## src/crc16acc_pkg.sv

```systemverilog
`timescale 1ns / 1ps
// crc16acc_pkg: shared types, constants and the crc bit step for the
// crc-16/ccitt bit accumulator; no dependencies
package crc16acc_pkg;

	localparam int DATA_WIDTH = 64;
	localparam int DIGIT_W    = 8;
	localparam int NUM_DIGITS = DATA_WIDTH / DIGIT_W;
	localparam int DIG_IDX_W  = (NUM_DIGITS > 1) ? $clog2(NUM_DIGITS) : 1;
	localparam int DIG_BIT_W  = $clog2(DIGIT_W);
	localparam int CNT_W      = 7;
	localparam int CRC_W      = 16;
	localparam int AUG_BITS   = 16;
	localparam int AUG_DIGITS = AUG_BITS / DIGIT_W;

	localparam logic [CRC_W-1:0] CRC_POLY = 16'h1021;
	localparam logic [CRC_W-1:0] CRC_SEED = 16'hFFFF;

	localparam int IN_TDATA_W  = 80;
	localparam int OUT_TDATA_W = 24;

	typedef enum logic [2:0] {
		OP_START  = 3'd0,
		OP_ACCUM  = 3'd1,
		OP_STOP   = 3'd2,
		OP_PAUSE  = 3'd3,
		OP_RESUME = 3'd4
	} op_t;

	typedef enum logic [1:0] {
		MODE_STOPPED = 2'd0,
		MODE_STARTED = 2'd1,
		MODE_PAUSED  = 2'd2
	} mode_t;

	typedef enum logic [1:0] {
		ST_IDLE  = 2'd0,
		ST_SHIFT = 2'd1,
		ST_EMIT  = 2'd2
	} state_t;

	// one augmented crc step: message bit enters at bit 0
	function automatic logic [CRC_W-1:0] crc_bit_step(input logic [CRC_W-1:0] crc,
		input logic din);
		logic [CRC_W-1:0] r;
		r = {crc[CRC_W-2:0], din};
		if (crc[CRC_W-1]) begin
			r = r ^ CRC_POLY;
		end
		return r;
	endfunction

endpackage

```

## src/crc16_ccitt_bit_accumulator_top.sv

```systemverilog
`timescale 1ns / 1ps
// crc16_ccitt_bit_accumulator_top: command-driven crc-16/ccitt accumulator
// depends on crc16acc_pkg
//
// Each input transaction carries an opcode (start, accumulate, stop, pause,
// resume), up to 64 data bits and a bit count, and yields one output
// transaction with ok, the crc register, the run state and an in-use flag.
// Accumulate shifts the low bit_count bits in, msb first, into an augmented
// crc with polynomial 0x1021; stop appends 16 zero bits when started. The
// crc unit handles one 8-bit digit per cycle. Every transaction passes the
// accept cycle, then the shift steps if it runs (8 digits for an accumulate,
// 2 for a stop from the started state), then the load of the output register.
// One transaction is in work at a time; a new one is taken while the previous
// result waits on m_tready, and the load waits until that result has left.
module crc16_ccitt_bit_accumulator_top (
	input  logic                                  clk,
	input  logic                                  arst_n,
	input  logic                                  s_tvalid,
	output logic                                  s_tready,
	// opcode[2:0], data_bits[66:3], bit_count[73:67], zero fill
	input  logic [crc16acc_pkg::IN_TDATA_W-1:0]   s_tdata,
	output logic                                  m_tvalid,
	input  logic                                  m_tready,
	// ok[0], crc_value[16:1], run_state[18:17], in_use[19], zero fill
	output logic [crc16acc_pkg::OUT_TDATA_W-1:0]  m_tdata
);

	localparam int DW  = crc16acc_pkg::DATA_WIDTH;
	localparam int DGW = crc16acc_pkg::DIGIT_W;
	localparam int DIW = crc16acc_pkg::DIG_IDX_W;
	localparam int DBW = crc16acc_pkg::DIG_BIT_W;
	localparam int CW  = crc16acc_pkg::CNT_W;
	localparam int RW  = crc16acc_pkg::CRC_W;

	crc16acc_pkg::state_t state_q, state_d;
	crc16acc_pkg::mode_t  mode_q;
	crc16acc_pkg::op_t    op;

	logic [RW-1:0]  crc_q, crc_n;
	logic [DW-1:0]  sr_q;
	logic [CW-1:0]  cnt_q, cnt_in;
	logic [DIW-1:0] dig_q;
	logic           ok_q;
	logic           in_acc, out_load, last_dig;
	logic [DW-1:0]  data_in;
	logic [CW-1:0]  bc_in;

	assign op      = crc16acc_pkg::op_t'(s_tdata[2:0]);
	assign data_in = s_tdata[DW+2:3];
	assign bc_in   = s_tdata[DW+CW+2:DW+3];
	assign cnt_in  = (bc_in > CW'(DW)) ? CW'(DW) : bc_in;

	assign s_tready = (state_q == crc16acc_pkg::ST_IDLE);
	assign in_acc   = s_tvalid && s_tready;
	assign last_dig = (dig_q == '0);

	// one digit of the crc, msb of the digit first, bits beyond the count skipped
	always_comb begin
		logic [DW-1:0] pos;
		crc_n = crc_q;
		for (int j = 0; j < DGW; j++) begin
			pos = DW'({dig_q, DBW'(DGW - 1 - j)});
			if (pos < DW'(cnt_q)) begin
				crc_n = crc16acc_pkg::crc_bit_step(crc_n, sr_q[DW-1-j]);
			end
		end
	end

	always_comb begin
		state_d  = state_q;
		out_load = 1'b0;
		case (state_q)
			crc16acc_pkg::ST_IDLE: begin
				if (in_acc) begin
					if ((op == crc16acc_pkg::OP_ACCUM || op == crc16acc_pkg::OP_STOP) &&
						mode_q == crc16acc_pkg::MODE_STARTED) begin
						state_d = crc16acc_pkg::ST_SHIFT;
					end else begin
						state_d = crc16acc_pkg::ST_EMIT;
					end
				end
			end
			crc16acc_pkg::ST_SHIFT: begin
				if (last_dig) begin
					state_d = crc16acc_pkg::ST_EMIT;
				end
			end
			crc16acc_pkg::ST_EMIT: begin
				if (!m_tvalid || m_tready) begin
					out_load = 1'b1;
					state_d  = crc16acc_pkg::ST_IDLE;
				end
			end
			default: begin
				state_d = crc16acc_pkg::ST_IDLE;
			end
		endcase
	end

	always_ff @(posedge clk or negedge arst_n) begin
		if (!arst_n) begin
			state_q  <= crc16acc_pkg::ST_IDLE;
			mode_q   <= crc16acc_pkg::MODE_STOPPED;
			crc_q    <= '0;
			ok_q     <= 1'b0;
			m_tvalid <= 1'b0;
		end else begin
			state_q <= state_d;
			if (in_acc) begin
				ok_q <= 1'b0;
				case (op)
					crc16acc_pkg::OP_START: begin
						crc_q  <= crc16acc_pkg::CRC_SEED;
						mode_q <= crc16acc_pkg::MODE_STARTED;
						ok_q   <= 1'b1;
					end
					crc16acc_pkg::OP_ACCUM: begin
						ok_q <= (mode_q != crc16acc_pkg::MODE_STOPPED);
					end
					crc16acc_pkg::OP_STOP: begin
						mode_q <= crc16acc_pkg::MODE_STOPPED;
						ok_q   <= 1'b1;
					end
					crc16acc_pkg::OP_PAUSE: begin
						if (mode_q != crc16acc_pkg::MODE_STOPPED) begin
							mode_q <= crc16acc_pkg::MODE_PAUSED;
							ok_q   <= 1'b1;
						end
					end
					crc16acc_pkg::OP_RESUME: begin
						if (mode_q == crc16acc_pkg::MODE_PAUSED) begin
							mode_q <= crc16acc_pkg::MODE_STARTED;
							ok_q   <= 1'b1;
						end
					end
					default: begin
						ok_q <= 1'b0;
					end
				endcase
			end else if (state_q == crc16acc_pkg::ST_SHIFT) begin
				crc_q <= crc_n;
			end
			if (out_load) begin
				m_tvalid <= 1'b1;
			end else if (m_tready) begin
				m_tvalid <= 1'b0;
			end
		end
	end

	// digit shift register, counters and the output data register
	always_ff @(posedge clk) begin
		if (in_acc) begin
			if (op == crc16acc_pkg::OP_STOP) begin
				sr_q  <= '0;
				cnt_q <= CW'(crc16acc_pkg::AUG_BITS);
				dig_q <= DIW'(crc16acc_pkg::AUG_DIGITS - 1);
			end else begin
				sr_q  <= data_in;
				cnt_q <= cnt_in;
				dig_q <= DIW'(crc16acc_pkg::NUM_DIGITS - 1);
			end
		end else if (state_q == crc16acc_pkg::ST_SHIFT) begin
			sr_q  <= sr_q << DGW;
			dig_q <= dig_q - DIW'(1);
		end
		if (out_load) begin
			m_tdata <= {4'd0, (mode_q != crc16acc_pkg::MODE_STOPPED), mode_q, crc_q, ok_q};
		end
	end

endmodule
```

## config.mk

```make
export PLATFORM = sky130hd
export DESIGN_NAME = crc16_ccitt_bit_accumulator_top
export DESIGN_NICKNAME = d
export VERILOG_FILES = /design/src/crc16acc_pkg.sv /design/src/crc16_ccitt_bit_accumulator_top.sv
export SDC_FILE = /design/constraint.sdc
export NUM_CORES = 1
export LEC_CHECK = 0
export ABC_AREA = 1
export CORE_MARGIN = 4
export CORE_UTILIZATION = 70
export CTS_CLUSTER_DIAMETER = 120
export DETAILED_ROUTE_END_ITERATION = 6
export DONT_BUFFER_PORTS = 1
export HOLD_SLACK_MARGIN = 0.12
export PLACE_DENSITY_LB_ADDON = 0.08
export SLEW_MARGIN = 20
export SYNTH_ARGS = -nofsm -noshare
export SYNTH_HDL_FRONTEND = slang
export SYNTH_SLANG_ARGS = --single-unit
```

## constraint.sdc

```tcl
create_clock -name clk -period 4.8 [get_ports clk]
set_input_delay 0.72 -clock clk [delete_from_list [all_inputs] [get_ports clk]]
set_output_delay 0.72 -clock clk [all_outputs]
set_load 0.005 [all_outputs]
```

**Word level (Yosys, flattened, before mapping)**

Cells that the tools add are included.

- Register bits: 116
- Word-level logic and storage cells: 100

- Add/sub/neg operators: 1
- Order comparisons: 9
- Equality and inequality tests: 14
- Mux-type cells: 41
- Bitwise operators: 8
- Reductions and logical operators: 17

Operator list:

| cell | number |
|---|---|
| 2-to-1 mux 64 bit | 3 |
| 2-to-1 mux 16 bit | 11 |
| 2-to-1 mux 13 bit | 8 |
| < comparator 6 x 7 -> 1 bit | 8 |
| NOT 3 bit | 8 |
| 2-to-1 mux 2 bit | 6 |
| 2-to-1 mux 3 bit | 3 |
| inequality test 2 bit, second input constant | 4 |
| case mux 2 bit (4 select lines) | 1 |
| > comparator 7 bit, second input constant | 1 |
| 2-to-1 mux 7 bit | 1 |
| == test 3 x 2 -> 1 bit, second input constant | 2 |
| zero test 3 bit | 2 |
| 2-to-1 mux 1 bit | 6 |
| case mux 2 bit (3 select lines) | 1 |
| nonzero test 2 bit | 3 |
| == test 2 x 1 -> 1 bit, second input constant | 2 |
| == test 2 bit, second input constant | 2 |
| inequality test 2 x 1 -> 1 bit, second input constant | 2 |
| case mux 1 bit (4 select lines) | 1 |
| AND reduction 4 bit | 1 |
| nonzero test 4 bit | 1 |
| OR reduction 2 bit | 2 |
| == test 3 x 1 -> 1 bit, second input constant | 1 |
| other kinds (8) | 10 |

**Logic depth before layout (Yosys ltp)**

Gate-level depths: netlist of the first run.

- Depth in word-level cells: 26
- Depth in mapped cells: 25
- Mapped depth without buffers: 24

**Worst setup path after synthesis of the first run**

Ideal clock, no wire load.

- Kind: input to register
- Start: input s_tvalid
- End: register dig_q[0], enable pin
- Setup time: 0.427 ns
- Data arrival time: 2.940 ns
- Required time: 4.373 ns
- Path slack: 1.434 ns
- Stages on the path: 5
- Buffers on the path: 1
- Cell sequence: inv_1 > nor2_1 > clkinv_1 > clkbuf_1 > nand2_1

- Longest elaborated chain between the ends: 2

RTL lines:

| element | line | RTL |
|---|---|---|
| from (decl) | crc16_ccitt_bit_accumulator_top.sv:18 | `input logic s_tvalid,` |
| logical AND 1 bit | crc16_ccitt_bit_accumulator_top.sv:54 | `assign in_acc = s_tvalid && s_tready;` |
| nonzero test 2 bit (no source line) | -- |  |
| to (signal assigned) | crc16_ccitt_bit_accumulator_top.sv:157 | `dig_q <= DIW'(crc16acc_pkg::AUG_DIGITS - 1);` |
| to (signal assigned) | crc16_ccitt_bit_accumulator_top.sv:161 | `dig_q <= DIW'(crc16acc_pkg::NUM_DIGITS - 1);` |
| to (signal assigned) | crc16_ccitt_bit_accumulator_top.sv:165 | `dig_q <= dig_q - DIW'(1);` |
| to (decl) | crc16_ccitt_bit_accumulator_top.sv:42 | `logic [DIW-1:0] dig_q;` |

No other way between the ends.
A chain may end at the register's enable or synchronous reset.

**Worst setup path in the final report of the first run**

- Start: register dig_q[2]
- End: register crc_q[3]

- Longest elaborated chain between the ends: 15
- Elaborated cells between the ends (all ways): 25

RTL lines:

| element | line | RTL |
|---|---|---|
| < comparator 6 x 7 -> 1 bit | crc16_ccitt_bit_accumulator_top.sv:63 | `if (pos < DW'(cnt_q)) begin` |
| 2-to-1 mux 16 bit | crc16_ccitt_bit_accumulator_top.sv:63 |  |
| 2-to-1 mux 13 bit / 2-to-1 mux 16 bit (equally long branches) | crc16acc_pkg.sv:47, crc16_ccitt_bit_accumulator_top.sv:63 |  |
| 2-to-1 mux 16 bit / 2-to-1 mux 13 bit (equally long branches) | crc16_ccitt_bit_accumulator_top.sv:63, crc16acc_pkg.sv:47 |  |
| 2-to-1 mux 13 bit / 2-to-1 mux 16 bit (equally long branches) | crc16acc_pkg.sv:47, crc16_ccitt_bit_accumulator_top.sv:63 |  |
| 2-to-1 mux 16 bit / 2-to-1 mux 13 bit (equally long branches) | crc16_ccitt_bit_accumulator_top.sv:63, crc16acc_pkg.sv:47 |  |
| 2-to-1 mux 13 bit / 2-to-1 mux 16 bit (equally long branches) | crc16acc_pkg.sv:47, crc16_ccitt_bit_accumulator_top.sv:63 |  |
| 2-to-1 mux 16 bit / 2-to-1 mux 13 bit (equally long branches) | crc16_ccitt_bit_accumulator_top.sv:63, crc16acc_pkg.sv:47 |  |
| 2-to-1 mux 13 bit / 2-to-1 mux 16 bit (equally long branches) | crc16acc_pkg.sv:47, crc16_ccitt_bit_accumulator_top.sv:63 |  |
| 2-to-1 mux 16 bit / 2-to-1 mux 13 bit (equally long branches) (3 in series) | crc16_ccitt_bit_accumulator_top.sv:63, crc16acc_pkg.sv:47 |  |
| 2-to-1 mux 16 bit * | crc16_ccitt_bit_accumulator_top.sv:63 |  |
| 2-to-1 mux 16 bit * | crc16_ccitt_bit_accumulator_top.sv:140 | `end else if (state_q == crc16acc_pkg::ST_SHIFT) begin` |
| 2-to-1 mux 16 bit * | crc16_ccitt_bit_accumulator_top.sv:109 | `if (in_acc) begin` |
| to (signal assigned) | crc16_ccitt_bit_accumulator_top.sv:113 | `crc_q <= crc16acc_pkg::CRC_SEED;` |
| to (signal assigned) | crc16_ccitt_bit_accumulator_top.sv:141 | `crc_q <= crc_n;` |
| to (decl) | crc16_ccitt_bit_accumulator_top.sv:39 | `logic [RW-1:0] crc_q, crc_n;` |

Every way passes the cells marked *; elsewhere a longest branch is shown, timed or not. The select of a mux whose other input is x is not followed.

==> out/qor.yml, run 1 <==
ys_seq_area_frac: 0.461
crit_arrival_ps: 3930
boundaryPins: 110
fillCellCount: 629
min_period_ps: 3450
seq_power_share: 0.278
fin_cells: 1081
syn_area_per_cell_um2: 7.74
rsz0062_at_grt: "false"
critPathRequiredTime_ps: 5280
hold_viol_final: 0
drc: 0
finalSetupTns_ps: 0
cp_max_fo: 22
cp-end-kind: "flip-flop"
cts_max_level: 4
critPathKind: "flip-flop to flip-flop"
ant_nets: 0
viasPerCell: 6.51
wl_per_cell_um: 20.9
grt_max_degree: 68
syn-instance-count: 945
drtPass1Iterations: 6
p_int_w: 0.00337
ys.flop_type: "edfxtp_1"
numCtsBuffers: 17
cts_root_buf: "clkbuf_8"
peakVddDrop_mv: 0.511
setup_viol: 0
period_share: 0.719
grt_pass1_wl_mm: 35.5
power.density_nw_per_um2: 817
rows: 37
clock_path_buffers: 2
drt_iter0_markers: 1027
synth_area_um2: 7310
insertion_delay_ps: 540
tightest_slew_ps: 873
grt_overflow: 0
wirelength_mm: 22.6
ys_warn_count: 0
power.switching_w: 0.00310
place_congestion: 0.912
fin_skew_ps: 8.82
coreArea_um2: 10200
antenna_found_initial: 0
portBuffers: 0
drive_above_1_share: 0.105
async_reset_ff_frac: 0.190
die_w_um: 110
hp-class: "primary input to asynchronous set/reset pin"
status: "finished, final reports clean"
hpwl_mm: 14.1
p_sw_frac: 0.479
clkSlewWorstSetupHoldPaths_ps: 60
ys_types: 43
fmax_ghz: 0.290
grt.total_usage: 0.393
p_comb_frac: 0.525
maxCapViolations: 0
startpoint_type: "flip-flop"
num_vias: 7037
initial_core_util: 0.715
dp.cells: 1048
seq_area_um2: 3370
nets: 1022
synth_seq_cells: 116
diodes: 0
cts.sinks: 116
grt_pass1_vias: 6616
synth_edf_count: 94
tritoncts: "yes"
p_leak_nw: 3.75
cts_resized: 0
slew_violations: 0
area_delta_synth_final_pct: 8.21
die_area_um2: 12100
fp.dieH_um: 110
power_frac_clock: 0.197
multi_input_area_um2: 3360
relSlewSlack: 0.415
## state kept, by name, indices dropped and copies added (netlist names)
register / cells
sr_q: 64
m_tdata: 20
crc_q: 16
cnt_q: 7
dig_q: 3
mode_q: 2
state_q: 2
m_tvalid: 1
ok_q: 1
## synthesized netlist by cell type (2+ instances only)
cell	number	area, µm²
nand2_1	304	1140
nand3_1	231	1160
edfxtp_1	94	2820
inv_1	81	304
nor2_1	41	154
clkbuf_1	23	86.3
dfrtp_1	22	551
nand3_2	17	170
nand2_2	14	87.6
a21oi_1	12	60.1
o21ai_0	12	60.1
inv_2	11	41.3
buf_4	9	67.6
buf_2	8	40.0
nand4_1	7	43.8
ha_1	6	75.1
nand2_4	5	56.3
a31oi_1	4	25.0
nor3_1	4	20.0
o21ai_1	4	20.0
clkinv_1	3	11.3
nor2_2	3	18.8
nor2_4	3	33.8
a21oi_4	2	32.5
a22oi_1	2	15.0
and2_1	2	12.5
buf_6	2	22.5
buf_8	2	30.0
o211ai_1	2	15.0
o21ai_2	2	17.5
## worst max-delay path, stage by stage (launching register included)
cell and delay, ps:
edfxtp_1 400, ha_1 340, inv_1 80, nor2_4 210, nand2_4 190, nand2_4 300, inv_1 180, nand2_1 210
nand3_2 120, nand2_1 100, nand2_1 50, nand2_1 140, nand2_1 70, nand3_1 120, nand3_1 130, nand2_1 120
nand2_1 60, o211ai_1 190, nand2_1 90, nand2_1 140, o21ai_1 70, inv_1 60
## placed cells by master (no fill, tap or decap), types with 5 or more instances in the layout
cell       instances
nand2_1          303
buf_4              8
nand2_4            5
a21oi_1           12
nand3_2           18
edfxtp_1          94
o21ai_0           12
nor2_1            40
inv_2             11
inv_1             81
nand2_2           15
dfrtp_1           22
nand4_1            7
clkinv_1           8
ha_1               6
nand3_1          230
clkbuf_16         16
## area by class of cell
cell class,instances,share of cell area
Multi-Input combinational cell,693,0.425
Tap cell,136,0.0215
Sequential cell,116,0.426
Clock inverter,13,0.0207
Timing Repair Buffer,9,0.00822
Clock buffer,19,0.0533
Inverter,95,0.0451
## metrics by stage
step	worst slack [ps]	util	instance area [µm²]	total power [W]	hold WS, ps
after global placement	1560	0.716	7320	0.00492	425
after detailed placement	1500	0.716	7320	0.00501	425
after global routing	1090	0.774	7920	0.00692	191
final	1350	0.774	7920	0.00647	172
after floorplan	1430	-	7330	0.00427	423
after CTS	1470	0.774	7920	0.00637	362
## worst paths after layout
path	startpoint	endpoint	slack, ps	depth (start not counted)
worst max-delay path	dig_q[2]	crc_q[3]	1350	21
min in group clk	s_tdata[2]	mode_q[0]	370	2
worst min register to register	crc_q[6]	m_tdata[7]	480	0
worst min-delay path	arst_n	crc_q[15]	170	1
max in group asynchronous	arst_n	crc_q[14]	4260	1
worst max register to register	dig_q[2]	crc_q[3]	1350	21
## cell families (layout without fill, tap and decap cells)
| logic type | Yosys count | in the layout | synth area share |
|---|---|---|---|
| other | 1 | 4 | 0.000513 |
| adder cells (fa/ha/maj) | 6 | 6 | 0.0103 |
| flip-flops | 116 | 116 | 0.461 |
| AO/OA/AOI/OAI | 45 | 45 | 0.0388 |
| AND/OR/NAND/NOR | 636 | 636 | 0.404 |
| buffers and inverters | 139 | 136 | 0.0824 |
| XOR/XNOR | 2 | 2 | 0.00240 |
## layer usage
layer / part of all wire / routed length (µm) / global-route usage
met1: 0.36 / 8020 / 0.482
met2: 0.49 / 11000 / 0.640
met3: 0.10 / 2370 / 0.0984
met4: 0.053 / 1190 / 0.213
met5: 0 / 0 / 0
## repair_timing
action	in CTS	in global routing
buffers inserted	0	0
hold buffers	1	0
endpoints found under the hold margin	22	0
## power by group through the flow
stage	combinational [W]	sequential, W	clock, W
4_1_cts	0.00331	0.00179	0.00127
6_report	0.00340	0.00180	0.00128
2_1_floorplan	0.00257	0.00170	0
3_3_place_gp	0.00315	0.00177	0
5_1_grt	0.00377	0.00182	0.00133
3_5_place_dp	0.00322	0.00179	0
(Power assumes the default switching activity.)
==> run 2, diff against run 1 <==
Settings changed: CORE_UTILIZATION 70 to 58.
Clock period 4.8 ns to 3.15 ns, I/O delays scaled along.
==> run 2 against run 1 <==
Against the previous run:
- combinational power increased by 57%
- sequential share of layout area shrank 1.6 points
- via count decreased by 7.8%
- cell area increased by 3.9%
- critical path type unchanged
- utilization down 9.7 points
- largest power group unchanged
- critical path depth decreased by 2
- worst setup slack got worse by 1100 ps
- clock-buffer cell count rose by 9
==> out/qor.yml, run 2 (synthesis gave the netlist of run 1 again) <==
worstHoldStart: "s_tdata[2]"
crit_arrival_ps: 3220  # -710 ps
finalSetupTns_ps: 0  # unchanged
ant_nets: 0  # unchanged
rows: 40  # +8.1%
holdWs_ps: 244  # +71.9 ps
worst_r2r_path_depth: 19  # -9.5%
grt_pass1_vias: 6296  # -4.8%
antenna_found_initial: 0  # unchanged
layout_commonest_cell: "nand2_1"
portBuffers: 0  # unchanged
hp-class: "primary input to flip-flop"
initial_core_util: 0.601  # -0.113
grt.total_usage: 0.265  # -0.128
largest_reg_flops: 64  # unchanged
setup_viol: 0  # unchanged
maxCapViolations: 0  # unchanged
peakVddDrop_mv: 0.622  # +22%
wl_per_cell_um: 16.7  # -20%
hold_viol_final: 0  # unchanged
power.density_nw_per_um2: 1220  # +49%
critPathRequiredTime_ps: 3440  # -1840 ps
final_cell_mix: "nand2_1, nand3_1, edfxtp_1"
drtPass1Iterations: 5  # -1
status: "finished, final reports clean"
fp.dieH_um: 120  # +9.1%
drc: 0  # unchanged
coreArea_um2: 12200  # +19%
reg_top3: "sr_q x64, m_tdata x20, crc_q x16"
p_leak_nw: 3.92  # +4.4%
clkSlewWorstSetupHoldPaths_ps: 50  # about the same
area_delta_synth_final_pct: 12.4
num_vias: 6488  # -7.8%
clock_path_buffers: 2  # unchanged
worstHoldPathCells: 2
relSlewSlack: 0.555  # +0.140
drt_iter0_markers: 607  # -41%
place_congestion: 1.05  # +15%
insertion_delay_ps: 400  # -140 ps
dp.cells: 1098  # +4.8%
period_share: 0.928  # +0.209
tightest_slew_ps: 665  # -208 ps
cts_max_level: 4  # unchanged
diodes: 0  # unchanged
grt_overflow: 0  # unchanged
multi_input_area_um2: 3380  # +0.41%
holdPathEnd: "mode_q[0]"
cts_root_buf: "clkbuf_16"
tritoncts: "yes"
seq_area_um2: 3370  # unchanged
largest-register: "sr_q"
hpwl_mm: 14.0  # -1.2%
cts.sinks: 116  # unchanged
fillCellCount: 999  # +59%
nets: 1045  # +2.3%
cp_max_fo: 19  # -14%
critPathKind: "flip-flop to flip-flop"
fin_skew_ps: 11.1  # +2.27 ps
die_w_um: 120  # +9.1%
startpoint_type: "flip-flop"
cp-end-kind: "flip-flop"
fin_cells: 1136  # +5.1%
grt_max_degree: 67  # -1.5%
post-route-util: 0.676  # -0.0974
drive_above_1_share: 0.131  # +0.0264
regToRegStartpoint: "dig_q[1]"
grt_pass1_wl_mm: 30.4  # -14%
boundaryPins: 110  # unchanged
min_period_ps: 2920  # -527 ps
slew_violations: 0  # unchanged
numCtsBuffers: 17  # unchanged
regToRegSetupSlack_ps: 230  # -1120 ps
rsz0062_at_grt: "true"
wirelength_mm: 18.9  # -16%
r2r-end: "crc_q[5]"
fmax_ghz: 0.342  # +18%
die_area_um2: 14500  # +19%
viasPerCell: 5.71  # -12%
run 2: through the flow:
step                      total power [W]  cell area, µm²  setup slack [ps]
after CTS                         0.00996            8170               222
after global placement            0.00778            7510               305
final                              0.0100            8220               226
after floorplan                   0.00650            7330               532
after detailed placement          0.00790            7510               249
after global routing               0.0108            8220             -8.82
run 2: cell type report:
type	count	share of cell area
clock buffer	28	0.0732
clock inverter	4	0.00578
inverter	95	0.0434
multi-input combinational	693	0.411
sequential	116	0.410
tap	168	0.0256
timing repair buffer	32	0.0312
run 2: worst max-delay path, cell delays in order (launching register included):
cell and delay [ps]:
edfxtp_1 410, ha_1 340, nand2_1 70, nand2_1 80, nand2_4 100, nand2_8 90
nor2_8 300, nand3_1 120, nand2_1 150, nand2_1 80, nand3_1 130, nand3_1 100
nand2_1 90, nand3_1 120, nand3_1 100, nand3_1 150, nand3_1 120, nand2_1 70
nor2_1 140, nor2_1 50
run 2: how the worst max path moves through the flow:
stage / start / end / slack (ps) / cells past startpoint
2_1_floorplan: state_q[0] / dig_q[0] / 530 / 6
3_3_place_gp: dig_q[2] / crc_q[5] / 300 / 21
3_5_place_dp: dig_q[1] / crc_q[0] / 250 / 19
4_1_cts: dig_q[1] / crc_q[5] / 220 / 19
5_1_grt: dig_q[2] / crc_q[12] / -9 / 21
6_report: dig_q[1] / crc_q[5] / 230 / 19
run 2: timing repair:
item / in CTS / in global routing
setup endpoints to repair: 0 / 4
hold buffers: 1 / 1
endpoints found under the hold margin: 22 / 22
resized for setup: 0 / 3
setup buffers: 0 / 4
run 2: routing by layer:
layer	routed length, µm	track usage	up-vias
li1	-	-	3165
met1	7280	0.316	2948
met2	9040	0.439	321
met3	1550	0.0674	54
met4	1050	0.147	0
met5	0	0	-
run 2: power by group:
| group | leakage (nW) | switching (W) | internal, W | total, W |
|---|---|---|---|---|
| registers | 1.10 | 0.000294 | 0.00239 | 0.00268 |
| clock network | 0.324 | 0.000635 | 0.00138 | 0.00202 |
| logic | 2.49 | 0.00368 | 0.00167 | 0.00535 |
| total | 3.92 | 0.00461 | 0.00543 | 0.0100 |
==> run 3, diff against run 2 <==
Settings changed: RECOVER_POWER from default to 25.
==> run 3 against run 2 <==
Against the previous run:
- clock-buffer cell count did not move
- non-clock buffer count did not move
- sequential share of layout area barely moved
- critical path depth did not move
- sequential power barely moved
- register-to-register slack barely moved
- hold slack barely moved
- global-route usage did not move
- via count fell by 0.23%
- worst setup slack barely moved
- power did not move
==> out/qor.yml, run 3 (synthesis gave the netlist of run 1 again) <==
coreArea_um2: 12200  # unchanged
wl_per_cell_um: 16.7  # about the same
area_delta_synth_final_pct: 12.4  # about the same
critPathTopFamily: "simple AND/OR/NAND/NOR gates"
fp.dieH_um: 120  # unchanged
reg_top3: "sr_q x64, m_tdata x20, crc_q x16"
cp_max_fo: 19  # unchanged
cts_root_buf: "clkbuf_16"
nets: 1045  # unchanged
rsz0062_at_grt: "true"
grt_pass1_vias: 6296  # unchanged
grt.total_usage: 0.265  # unchanged
largest-register: "sr_q"
hpwl_mm: 14.0  # unchanged
crit_chain: "ha_1 -> nand2_1 -> nand2_1 -> nand2_4 -> nand2_8 -> nor2_8 -> nand3_1 -> nand2_1 -> nand2_1 -> nand3_1 -> nand3_1 -> nand2_1 -> nand3_1 -> nand3_1 -> nand3_1 -> nand3_1 -> nand2_1 -> nor2_1 -> nor2_1"
fin_skew_ps: 11.3  # +0.209 ps
crit_arrival_ps: 3220  # about the same
place_congestion: 1.05  # unchanged
tightest_slew_ps: 1280  # +614 ps
final_cell_mix: "nand2_1, nand3_1, edfxtp_1"
grt_pass1_wl_mm: 30.4  # unchanged
rows: 40  # unchanged
power.density_nw_per_um2: 1220  # about the same
largest_reg_flops: 64  # unchanged
clkSlewWorstSetupHoldPaths_ps: 50  # about the same
fmax_ghz: 0.342  # about the same
tritoncts: "yes"
num_vias: 6473  # -0.23%
finalSetupTns_ps: 0  # unchanged
viasPerCell: 5.70  # -0.23%
wirelength_mm: 18.9  # about the same
insertion_delay_ps: 400  # about the same
status: "finished, final reports clean"
layout_commonest_cell: "nand2_1"
min_period_ps: 2920  # +0.341 ps
relSlewSlack: 0.148  # -0.407
drive_above_1_share: 0.130  # -0.00103
cpMostUsedCell: "nand3_1"
drc: 0  # unchanged
finalPower_w: 0.0100  # unchanged
numCtsBuffers: 17  # unchanged
ant_nets: 0  # unchanged
period_share: 0.928  # about the same
path_buf_inv: 0  # unchanged
critPathRequiredTime_ps: 3440  # about the same
diodes: 0  # unchanged
antenna_found_initial: 0  # unchanged
drt_iter0_markers: 610  # +0.49%
fin_area_um2: 8220  # about the same
cp-end-kind: "flip-flop"
critPathKind: "flip-flop to flip-flop"
p_leak_nw: 3.91  # about the same
worst_slack_ps: 226  # -0.341 ps
portBuffers: 0  # unchanged
slowest_delay_ps: 410  # about the same
boundaryPins: 110  # unchanged
cts.sinks: 116  # unchanged
cts_max_level: 4  # unchanged
crit_slowest_cell: "edfxtp_1"
hold_viol_final: 0  # unchanged
clock_path_buffers: 2  # unchanged
post-place-ws_ps: 249  # unchanged
setup_viol: 0  # unchanged
maxCapViolations: 0  # unchanged
slew_violations: 0  # unchanged
peakVddDrop_mv: 0.622  # about the same
grt_max_degree: 67  # unchanged
grt_overflow: 0  # unchanged
initial_core_util: 0.601  # unchanged
startpoint_type: "flip-flop"
die_w_um: 120  # unchanged
hp-class: "primary input to flip-flop"
drtPass1Iterations: 5  # unchanged
dpl_cell_area_um2: 7510  # unchanged
die_area_um2: 14500  # unchanged
-- run 3: changes by cell type in the layout (fill, tap and decap cells not counted) --
cell and delta:
buf_2 -1, clkbuf_1 +1
-- run 3: report_power, final --
group | internal, W | switching (W) | total [W]
sequential | 0.00239 | 0.000295 | 0.00268
combinational | 0.00167 | 0.00368 | 0.00535
clock | 0.00138 | 0.000635 | 0.00202
-- run 3: area by class of cell --
class                      count  area, µm²
clock buffer                  28        602
clock inverter                 4       47.5
fill                        1000       3940
inverter                      95        357
multi-input combinational    693       3380
sequential                   116       3370
tap                          168        210
timing repair buffer          32        255
-- run 3: path summary, 6_finish.rpt --
kind                            slack [ps]  cells after the start  startpoint    endpoint
worst max-delay path                   230                     19    dig_q[1]    crc_q[5]
worst min-delay path                   240                      2  s_tdata[2]   mode_q[0]
worst max register to register         230                     19    dig_q[1]    crc_q[5]
worst min register to register         450                      0    crc_q[1]  m_tdata[2]
max in group asynchronous             1520                      2      arst_n    crc_q[3]
min in group asynchronous              870                      2      arst_n   mode_q[0]
-- run 3: repair_timing --
action	4_1_cts	5_1_grt
buffers inserted	0	4
endpoints found under the setup margin	0	4
resized for setup	0	3
hold endpoints to repair	22	22
hold buffers	1	1
-- run 3: routing by layer --
layer  GRT usage  vias up  wire length [µm]
met2       0.439      306              9070
li1            -     3165                 -
met3      0.0674       54              1420
met4       0.147        0              1060
met1       0.316     2948              7370
met5           0        -                 0
-- run 3: worst register-to-register path, cell delays in order, from the launching register on --
cell,delay [ps]
edfxtp_1,410
ha_1,340
nand2_1,70
nand2_1,80
nand2_4,100
nand2_8,90
nor2_8,300
nand3_1,130
nand2_1,150
nand2_1,80
nand3_1,130
nand3_1,100
nand2_1,90
nand3_1,120
nand3_1,100
nand3_1,150
nand3_1,120
nand2_1,70
nor2_1,140
nor2_1,50
-- run 3: per-stage QoR --
step / utilization / cells / hold WS [ps]
3_5_place_dp: 0.618 / 1098 / 177
3_3_place_gp: 0.618 / 1098 / 177
6_report: 0.676 / 1136 / 244
5_1_grt: 0.676 / 1136 / 271
2_1_floorplan: - / 948 / 177
4_1_cts: 0.672 / 1131 / 233
